===== config.mk =====
export PLATFORM = sky130hd
export DESIGN_NAME = pidpd_mul
export DESIGN_NICKNAME = d
export VERILOG_FILES = /design/src/hw/rtl/pidpd_pkg.sv /design/src/hw/rtl/pidpd_mul.sv
export SDC_FILE = /design/constraint.sdc
export NUM_CORES = 2
export LEC_CHECK = 0
export ABC_AREA = 1
export CAP_MARGIN = 20
export CORE_ASPECT_RATIO = 2
export CORE_MARGIN = 5
export CORE_UTILIZATION = 30
export CTS_CLUSTER_DIAMETER = 200
export DETAILED_ROUTE_END_ITERATION = 16
export DONT_BUFFER_PORTS = 1
export PLACE_DENSITY = 0.52
export RECOVER_POWER = 50
export SETUP_SLACK_MARGIN = 0.2
export SYNTH_ARGS = -nofsm -noshare
export SYNTH_HDL_FRONTEND = slang
export SYNTH_SLANG_ARGS = --single-unit

===== constraint.sdc =====
create_clock -name clk_i -period 9.25 [get_ports clk_i]
set_clock_uncertainty 0.15 [all_clocks]
set_input_delay 0.925 -clock clk_i [delete_from_list [all_inputs] [get_ports clk_i]]
set_output_delay 0.925 -clock clk_i [all_outputs]
set_load 0.005 [all_outputs]

===== src/hw/rtl/pidpd_pkg.sv =====
// Shared types, constants and helper functions for the PID controller core.
`default_nettype none
package pidpd_pkg;

  localparam int MUL_A_W = 36;
  localparam int MUL_B_W = 25;
  localparam int PROD_W  = MUL_A_W + MUL_B_W;
  localparam int ACC_W   = 48;
  localparam int QUO_W   = 16;
  localparam int LIM_W   = 31;

  typedef enum logic [2:0] {
    REG_LOOP_MODE  = 3'd0,
    REG_GAIN_P     = 3'd1,
    REG_GAIN_I     = 3'd2,
    REG_GAIN_D     = 3'd3,
    REG_OUT_LIMIT  = 3'd4,
    REG_INT_LIMIT  = 3'd5,
    REG_SEP_THRESH = 3'd6,
    REG_DEAD_BAND  = 3'd7
  } reg_e;

  typedef enum logic [8:0] {
    ST_IDLE = 9'b000000001,
    ST_ERR1 = 9'b000000010,
    ST_ERR2 = 9'b000000100,
    ST_PREP = 9'b000001000,
    ST_DIV  = 9'b000010000,
    ST_MUL  = 9'b000100000,
    ST_ACC  = 9'b001000000,
    ST_SUM  = 9'b010000000,
    ST_OUT  = 9'b100000000
  } state_e;

  typedef struct packed {
    logic             start;
    logic [LIM_W-1:0] num;
    logic [LIM_W-1:0] den;
  } div_req_t;

  typedef struct packed {
    logic               hit;
    logic signed [31:0] val;
  } clamp_t;

  function automatic clamp_t clamp_sym(input logic signed [63:0] x,
                                       input logic [LIM_W-1:0] lim);
    clamp_t r;
    logic signed [63:0] pl;
    pl = 64'(signed'({1'b0, lim}));
    r.hit = 1'b0;
    r.val = 32'(x);
    if (x > pl) begin
      r.hit = 1'b1;
      r.val = 32'(pl);
    end else if (x < -pl) begin
      r.hit = 1'b1;
      r.val = 32'(-pl);
    end
    return r;
  endfunction

  function automatic logic signed [31:0] sat32(input logic signed [63:0] x);
    logic signed [31:0] r;
    r = 32'(x);
    if (x > 64'sd2147483647) begin
      r = 32'sh7fffffff;
    end else if (x < -64'sd2147483648) begin
      r = 32'sh80000000;
    end
    return r;
  endfunction

endpackage
`default_nettype wire


===== src/hw/rtl/pidpd_mul.sv =====
// Shared signed multiplier with registered product.
`default_nettype none
module pidpd_mul (
  input  wire logic                                   clk_i,
  input  wire logic                                   en_i,
  input  wire logic signed [pidpd_pkg::MUL_A_W-1:0]   a_i,
  input  wire logic signed [pidpd_pkg::MUL_B_W-1:0]   b_i,
  output logic signed [pidpd_pkg::PROD_W-1:0]         prod_o
);

  logic signed [pidpd_pkg::PROD_W-1:0] prod_q;

  always_ff @(posedge clk_i) begin
    if (en_i) begin
      prod_q <= pidpd_pkg::PROD_W'(a_i) * pidpd_pkg::PROD_W'(b_i);
    end
  end

  assign prod_o = prod_q;

endmodule
`default_nettype wire


==> results.py <==
metrics = {
    "yosys": {
        "netlist_area_sq_um": 36300,
        "syn_avg_cell_area_sq_um": 7.64,
        "synth.distinct_cells": 30,
        "netlist.area_leader.share_pct": 50.2,
        "synth_seq_cells": 61,
        "yosysTopAreaCell": "fa_1",
        "syn_nets": 5885,
        "synth.area.top_cells": "fa_1, inv_1, nand2_1, ha_1, edfxtp_1",
        "ys_warn_count": 0,
        "synth_seq_area_share_pct": 5.05,
        "netlist_instances": 4748,
    },
    "worst_setup_path": {
        "endpoint_kind": "flop",
        "path_buf_inv": 4,
        "arrival_ns": 7.58,
        "start_kind": "primary input",
        "worstPathRequired_ns": 9.22,
        "crit_family": "adder cells",
        "crit_slowest_cell": "clkinv_1",
        "critical_path.cell_chain": "clkinv_1 -> buf_4 -> nor2_1 -> fa_1 -> fa_1 -> fa_1 -> fa_1 -> fa_1 -> fa_1 -> inv_1 -> fa_1 -> inv_1 -> ha_1 -> nand2_2 -> nor2_2 -> nand2_1 -> nor2_1 -> nand3_1 -> nand4_1 -> nand2_1",
        "cp_max_fo": 22,
        "critPathKind": "primary input to flop",
        "slowest_delay_ns": 0.56,
        "cpMostUsedCell": "fa_1",
    },
    "outcome": {
        "outcome": "completed",
    },
    "clocking": {
        "postCtsSetupBuffers": 0,
        "cts_buffers": 9,
        "cts_repair_resize_count": 0,
        "cts.sinks": 61,
        "holdBufCountCts": 0,
        "cts_tree": "done",
        "clkTransAtPathRegs_ns": 0.07,
        "cts_buffer_depth": 2,
        "root_buffer": "clkbuf_16",
        "htreeDepth": 3,
    },
    "layout": {
        "fillers": 13146,
        "seqCellArea_sq_um": 1830,
        "multiInputGateArea_sq_um": 27600,
        "largest_register_ffs": 61,
        "layout.nets": 5692,
        "final_layout_size_suffix_gt1_share_pct": 1.69,
        "antenna_cells": 0,
        "final_cell_mix": "inv_1, nand2_1, fa_1",
        "stdcell_area_sq_um": 37800,
        "area_delta_synth_final_pct": 4.08,
        "final_common_cell": "inv_1",
    },
    "floorplanning": {
        "rows": 180,
        "die_y_um": 502,
        "start_util_pct": 30.2,
        "ios": 124,
        "die_area_sq_um": 128000,
        "die_w_um": 256,
        "core_sq_um": 120000,
    },
    "min_path": {
        "worstHoldPathType": "primary input to flop",
        "hold_start": "en_i",
        "min_path_cells": 0,
        "hold_path_end": "prod_o[14]",
    },
    "timing": {
        "period_needed_ns": 7.61,
        "finalWorstSetupSlack_ns": 1.64,
        "tightestPinTransition_ns": 0.873,
        "final.setup.tns_ns": 0,
        "slew_violations": 0,
        "relSlewSlack_pct": 41.7,
        "setup_viol": 0,
        "fmax_ghz": 0.131,
        "finalHoldViolations": 0,
        "grt_setup_unrepaired": "false",
        "fin_crit_sh_pct": 82.2,
        "holdWs_ns": 0.526,
    },
    "placement": {
        "dp_hpwl_mm": 102,
        "numPortBuffers": 0,
        "gp_congestion": 0.946,
        "dpl_worst_slack_ns": 1.29,
        "placed_cell_area_sq_um": 37500,
    },
    "routing": {
        "via_count": 27833,
        "drc": 0,
        "via_per_inst": 4.56,
        "wl_mm": 124,
        "dr.pass1.iters": 5,
        "antenna_left": 0,
        "drtIter0Drc": 1293,
        "wl_per_cell_um": 20.3,
    },
    "global_route": {
        "overflow": 0,
        "grt_pass1_wl_mm": 190,
        "grt_use_total_pct": 19.7,
        "antenna_found_initial": 0,
        "grt_pass1_vias": 31967,
        "grt_max_degree": 62,
    },
    "run": {
        "drv_cap": 0,
    },
}
==> Yosys cell counts <==
cell	count
xnor2_1	3
nor2_1	118
nor3_1	8
edfxtp_1	61
nand4_1	20
o21bai_1	7
xor2_1	30
nand3_2	5
a21o_1	1
fa_1	911
clkbuf_1	206
a21oi_1	37
ha_1	163
buf_1	1
nand2_2	19
nor3_2	2
or2_2	9
clkinv_1	1
nand3_1	63
inv_1	1628
nor2_2	17
and3b_1	2
and2_1	4
nand2_1	1408
and3_1	1
o21ai_0	8
nor2_4	4
nor4_1	3
nand3b_1	5
inv_2	3
==> per-stage QoR <==
stage                     util, %  instances
after global placement       31.2       6091
final                        31.4       6107
after detailed placement     31.2       6091
after CTS                    31.4       6107
after global routing         31.4       6107
after floorplan                 -       4748
==> worst max path at each step <==
stage	start	end	slack, ns	cells after the start
after detailed placement	b_i[24]	prod_o[47]	1.29	23
after global placement	b_i[24]	prod_o[51]	1.26	20
after CTS	b_i[24]	prod_o[47]	1.67	23
final	b_i[24]	prod_o[51]	1.64	20
after global routing	b_i[24]	prod_o[51]	1.43	20
after floorplan	a_i[35]	prod_o[60]	2.18	24
==> routing by layer <==
| metal | routed length (um) | up-vias | GRT usage (%) |
|---|---|---|---|
| met5 | 0 | - | 0 |
| met2 | 69300 | 858 | 39.0 |
| li1 | - | 12452 | - |
| met4 | 9220 | 0 | 11.4 |
| met3 | 6020 | 381 | 2.70 |
| met1 | 39700 | 14142 | 19.2 |
==> cells by family after synthesis <==
family	count (synthesis)	share of synthesized area (%)
AND/OR/NAND/NOR	1688	18.5
XOR/XNOR	33	0.796
flip-flops	61	5.05
adder cells (fa/ha/maj)	1074	55.9
AO/OA/AOI/OAI	53	0.786
buffers and inverters	1839	19.0
==> layout make-up <==
class	count	share of cell area, %
inverter	1632	16.2
multi-input combinational	2848	73.0
sequential	61	4.85
clock buffer	10	0.606
tap	1547	5.12
clock inverter	6	0.192
timing repair buffer	3	0.0596
Power is not shown: default switching activity piles up to over one toggle a cycle in this logic, so the estimate is an artifact.
