$ cat src/hw/rtl/pidpd_pkg.sv
// Shared types, constants and helper functions for the PID controller core.
`default_nettype none
package pidpd_pkg;

  localparam int MUL_A_W = 36;
  localparam int MUL_B_W = 25;
  localparam int PROD_W  = MUL_A_W + MUL_B_W;
  localparam int ACC_W   = 48;
  localparam int QUO_W   = 16;
  localparam int LIM_W   = 31;

  typedef enum logic [2:0] {
    REG_LOOP_MODE  = 3'd0,
    REG_GAIN_P     = 3'd1,
    REG_GAIN_I     = 3'd2,
    REG_GAIN_D     = 3'd3,
    REG_OUT_LIMIT  = 3'd4,
    REG_INT_LIMIT  = 3'd5,
    REG_SEP_THRESH = 3'd6,
    REG_DEAD_BAND  = 3'd7
  } reg_e;

  typedef enum logic [8:0] {
    ST_IDLE = 9'b000000001,
    ST_ERR1 = 9'b000000010,
    ST_ERR2 = 9'b000000100,
    ST_PREP = 9'b000001000,
    ST_DIV  = 9'b000010000,
    ST_MUL  = 9'b000100000,
    ST_ACC  = 9'b001000000,
    ST_SUM  = 9'b010000000,
    ST_OUT  = 9'b100000000
  } state_e;

  typedef struct packed {
    logic             start;
    logic [LIM_W-1:0] num;
    logic [LIM_W-1:0] den;
  } div_req_t;

  typedef struct packed {
    logic               hit;
    logic signed [31:0] val;
  } clamp_t;

  function automatic clamp_t clamp_sym(input logic signed [63:0] x,
                                       input logic [LIM_W-1:0] lim);
    clamp_t r;
    logic signed [63:0] pl;
    pl = 64'(signed'({1'b0, lim}));
    r.hit = 1'b0;
    r.val = 32'(x);
    if (x > pl) begin
      r.hit = 1'b1;
      r.val = 32'(pl);
    end else if (x < -pl) begin
      r.hit = 1'b1;
      r.val = 32'(-pl);
    end
    return r;
  endfunction

  function automatic logic signed [31:0] sat32(input logic signed [63:0] x);
    logic signed [31:0] r;
    r = 32'(x);
    if (x > 64'sd2147483647) begin
      r = 32'sh7fffffff;
    end else if (x < -64'sd2147483648) begin
      r = 32'sh80000000;
    end
    return r;
  endfunction

endpackage
`default_nettype wire

$ cat src/hw/rtl/pidpd_div.sv
// Restoring divider, one quotient bit per cycle, for num < den.
`default_nettype none
module pidpd_div (
  input  wire logic                       clk_i,
  input  wire logic                       rst_ni,
  input  wire pidpd_pkg::div_req_t        req_i,
  output logic                            done_o,
  output logic [pidpd_pkg::QUO_W-1:0]     quo_o
);

  logic [31:0]                   rem_q;
  logic [pidpd_pkg::LIM_W-1:0]   den_q;
  logic [pidpd_pkg::QUO_W-1:0]   quo_q;
  logic [4:0]                    cnt_q;
  logic                          busy_q, done_q;
  logic [31:0]                   rem2;
  logic                          ge;

  assign rem2 = {rem_q[30:0], 1'b0};
  assign ge   = rem2 >= {1'b0, den_q};

  always_ff @(posedge clk_i or negedge rst_ni) begin
    if (!rst_ni) begin
      busy_q <= 1'b0;
      done_q <= 1'b0;
      cnt_q  <= '0;
    end else begin
      done_q <= 1'b0;
      if (req_i.start) begin
        busy_q <= 1'b1;
        cnt_q  <= 5'(pidpd_pkg::QUO_W);
      end else if (busy_q) begin
        cnt_q <= cnt_q - 5'd1;
        if (cnt_q == 5'd1) begin
          busy_q <= 1'b0;
          done_q <= 1'b1;
        end
      end
    end
  end

  always_ff @(posedge clk_i) begin
    if (req_i.start) begin
      rem_q <= {1'b0, req_i.num};
      den_q <= req_i.den;
      quo_q <= '0;
    end else if (busy_q) begin
      rem_q <= ge ? rem2 - {1'b0, den_q} : rem2;
      quo_q <= {quo_q[pidpd_pkg::QUO_W-2:0], ge};
    end
  end

  assign done_o = done_q;
  assign quo_o  = quo_q;

endmodule
`default_nettype wire

$ cat config.mk
export PLATFORM = sky130hd
export DESIGN_NAME = pidpd_div
export DESIGN_NICKNAME = d
export VERILOG_FILES = /design/src/hw/rtl/pidpd_pkg.sv /design/src/hw/rtl/pidpd_div.sv
export SDC_FILE = /design/constraint.sdc
export NUM_CORES = 1
export LEC_CHECK = 0
export BUFFER_PORTS_ARGS = -buffer_cell sky130_fd_sc_hd__buf_2
export CORE_MARGIN = 2
export CORE_UTILIZATION = 50
export DETAILED_ROUTE_END_ITERATION = 10
export GPL_TIMING_DRIVEN = 0
export PLACE_DENSITY = 0.83
export SYNTH_ARGS = -nofsm -noshare
export SYNTH_HDL_FRONTEND = slang
export SYNTH_SLANG_ARGS = --single-unit
$ cat constraint.sdc
create_clock -name clk_i -period 6.6 [get_ports clk_i]
set_input_delay 0.33 -clock clk_i [delete_from_list [all_inputs] [get_ports clk_i]]
set_output_delay 0.33 -clock clk_i [all_outputs]
set_load 0.01 [all_outputs]
==> results.md <==
* Unrepaired setup endpoints after global routing: no
* Register Area at 0.00236 mm²
* Io pins at 82
* Worst slew pin tran at 892 ps
* CTS Buf Count at 9
* CTS tree: done
* First drt pass iteration count at 4
* Crit path largest cell delay at around 500 ps
* Max Clock Freq at between 200 and 300 MHz
* Post-route antenna net violation count at 0
* Count of cell types in the netlist at 65
* Row count at 37
* Setup TNS at 0 ps
* Layout cells sized above 1 at 21.5%
* Clk sinks at 85
* Synthesized net count at 625
* Cells after DPL at around 740
* Cell area after synthesis at 0.00535 mm²
* Slowest CP cell: fa_1
* Total number of vias at 4333
* Mean instance size in the synthesized netlist at 10.2 µm²
* GRT overflow at 0
* Fin crit share at 52.0%
* FILL cells at 919
* Nets at 718
* DRT Wirelength at 12900 µm
* Hold_ws at 107 ps
* Leakage at 2.84 nW
* RR Startpoint: rem_q[0]
* Total GRT Usage at 24.0%
* Worst Path Arrival at ~3600 ps
* Final GP Congestion at 0.925
* Area of the die at 0.0115 mm²
* DP HPWL at around 9700 µm
* Combinational family with the most area after synthesis: compound AO/OA/AOI/OAI gates
* Largest net degree at the start of global routing at 37
* Post-Synth XOR/XNOR Area at between 4 and 5%
* Worst Setup EP: rem_q[1]
* Required @ worst endpoint at 6720 ps
* Drt via density at 5.70
* H-tree levels at 3
* EDFF count, synth at 62
* Clock root buffer: clkbuf_8
* Synth Area in Compound Gates at 17.8%
* Antenna cell count at 0
* Peak supply drop at 0.000236 V
* DRC viols at 0
* Crit end category: flop
* Post-synth top flop: edfxtp_1
* Setup crit start: rem_q[0]
* Initial core utilization at 51.6%
* Flop2flop setup slack at 3170 ps
* Number of global-route vias before repair at approximately 4500
* Setup-failing EPs final at 0
* Worst-Skew Late Latency at just under 400 ps
* Reg clk slew, reported paths at 100 ps
* Synth async-reset ratio at 8.24%
* Critical R2R Capture: rem_q[1]
* Hold Vio Cnt, Final at 0
* CP Class: flop to flop
* Max Fanout on Critical Path at 10
* Worst slack, placed at 3210 ps
* Seq/Total Area, Yosys at 44.1%
* Mux share of post-synthesis cell area at 6.32%
* Flops & latches, synth at between 80 and 90
* Port-buffer cells at 81
* Reg2reg path depth at 10
* Setup WS post-layout at 3170 ps
* Hold Crit Class: input port to flop
* Antenna violations before repair at 0
* Post-Synth Adder-Cell Area at 8.10%
* Core ar. at 0.0104 mm²
* Min-delay src: req_i[22]
* Final core occ at 59.0%
* First-pass GRT wire length at 21500 µm
* Area of the multi-input gates at 0.00271 mm²
* Fin crit period at 3430 ps
* Status: complete, no violations
* Slew Limit Fails at 0
* Worst Skew at ~19 ps
* Area grow syn2layout at 14.5%
* Wire per inst at around 17 µm
* Final cell count without fillers at 760
* Slew margin rel. at about two fifths
* Power per cell area at 439 mW/mm²
* Simple-gate share of the synthesized area at 14.4%
* Die H at 107 µm
* Max-cap viol count at 0
* 1st-iter DRT viols at 191
* Post-Synthesis Cells at 526
* Critical Path Source Type: flop
* CP Cell Sequence: fa_1 -> a211oi_1 -> o21bai_1 -> a21oi_1 -> nand2b_1 -> nand4_2 -> a21oi_2 -> buf_4 -> mux2i_1 -> o21ai_1
* Ys Warns at 0
* Clock Path Buffers at 2
* Die width at around 110 µm
[layer usage]
layer | share of wire (%) | wire length, µm | GRT usage, % | vias to the layer above
li1 | - | - | - | 2120
met1 | 43 | 5600 | 29.9 | 2047
met2 | 47 | 6110 | 40.0 | 136
met3 | 6.8 | 879 | 5.51 | 30
met4 | 2.8 | 364 | 9.98 | 0
met5 | 0 | 0 | 0 | -
[critical path, delay by kind of cell (launching register included)]
| family | cells | cell delay (ps) |
|---|---|---|
| AOI/OAI and AO/OA | 5 | 1180 |
| adders and majority gates | 1 | 500 |
| DFF | 1 | 460 |
| and+or+nand+nor | 2 | 460 |
| buffers and inverters | 1 | 290 |
| muxes | 1 | 250 |
[layout make-up]
| cell class | instances | share of cell area, % |
|---|---|---|
| Clock buffer | 10 | 2.25 |
| Timing Repair Buffer | 82 | 6.79 |
| Multi-Input combinational cell | 379 | 44.3 |
| Inverter | 36 | 2.21 |
| Tap cell | 136 | 2.78 |
| Buffer | 26 | 2.35 |
| Clock inverter | 6 | 0.818 |
| Sequential cell | 85 | 38.5 |
[synthesized netlist by cell type (4+ instances only)]
library cell	n	area share, %
xor2_1	10	1.6
o21bai_1	6	0.84
or3_1	4	0.47
clkbuf_1	12	0.84
nor2_1	49	3.4
a21oi_1	33	3.1
mux2_2	6	1.3
edfxtp_1	62	35
inv_1	36	2.5
and3_1	8	0.94
dfrtp_1	7	3.3
o21a_1	4	0.56
nand2b_1	6	0.70
dfxtp_1	16	6.0
nand2_1	43	3.0
xnor2_1	15	2.5
a221o_1	5	0.94
ha_1	33	7.7
nor3_1	6	0.56
a31oi_1	10	1.2
o21ai_0	17	1.6
mux2i_1	18	3.4
a21o_1	23	3.2
mux2_4	6	1.7
a211oi_1	7	0.98
o31ai_1	4	0.56
buf_1	4	0.28
nand4_1	7	0.82
nand3_1	9	0.84
[metrics by stage]
stage / cell area, µm² / total power (W)
finish: 6120 / 0.00269
global route: 6120 / 0.00287
CTS: 6120 / 0.00268
detailed placement: 5920 / 0.00231
global placement: 5920 / 0.00225
floorplan: 5350 / 0.00197
[sequential cells by signal, indices dropped and copies added, names as in the netlist]
signal and count:
den_q 31, rem_q 31, quo_o 16, cnt_q 5, busy_q 1, done_o 1
[layout by cell type (no fill, tap or decap), types with 7 or more instances in the layout]
master    count
ha_1         33
clkbuf_8     10
inv_1        36
a21oi_1      33
nor2_1       49
and3_1        8
dfrtp_1       7
dfxtp_1      16
a211oi_1      7
xnor2_1      15
buf_2        84
nand3_1       9
nand2_1      43
xor2_1       10
mux2i_1      18
a31oi_1      10
nand4_1       7
edfxtp_1     62
clkbuf_1     12
a21o_1       23
o21ai_0      17
[report_power, final]
part | switching [W] | internal [W]
Clock | 0.000211 | 0.000154
Combinational | 0.000825 | 0.000668
Sequential | 0.0000856 | 0.000742
Total | 0.00112 | 0.00156
[logic make-up (layout without fill, tap and decap cells)]
kind of cell	count (synthesis)	count (layout)
DFF	85	85
and+or+nand+nor	154	154
adders and majority gates	34	34
xor gates and xnor gates	25	25
muxes	30	30
AOI/OAI and AO/OA	136	136
buffers and inverters	62	160
[worst min-delay path by stage]
stage | end | slack (ps) | cells past startpoint
after CTS | den_q[8] | 90 | 1
after detailed placement | done_o | 170 | 1
final | den_q[22] | 110 | 1
after floorplan | busy_q | 30 | 0
after global routing | den_q[29] | 90 | 1
after global placement | done_o | 170 | 1
[timing repair]
action                                 4_1_cts  5_1_grt
resized for setup                            0        0
setup buffers                                0        0
endpoints found under the hold margin        7        0
hold buffers                                 1        0
No activity file was read; power rests on OpenSTA's default activity.
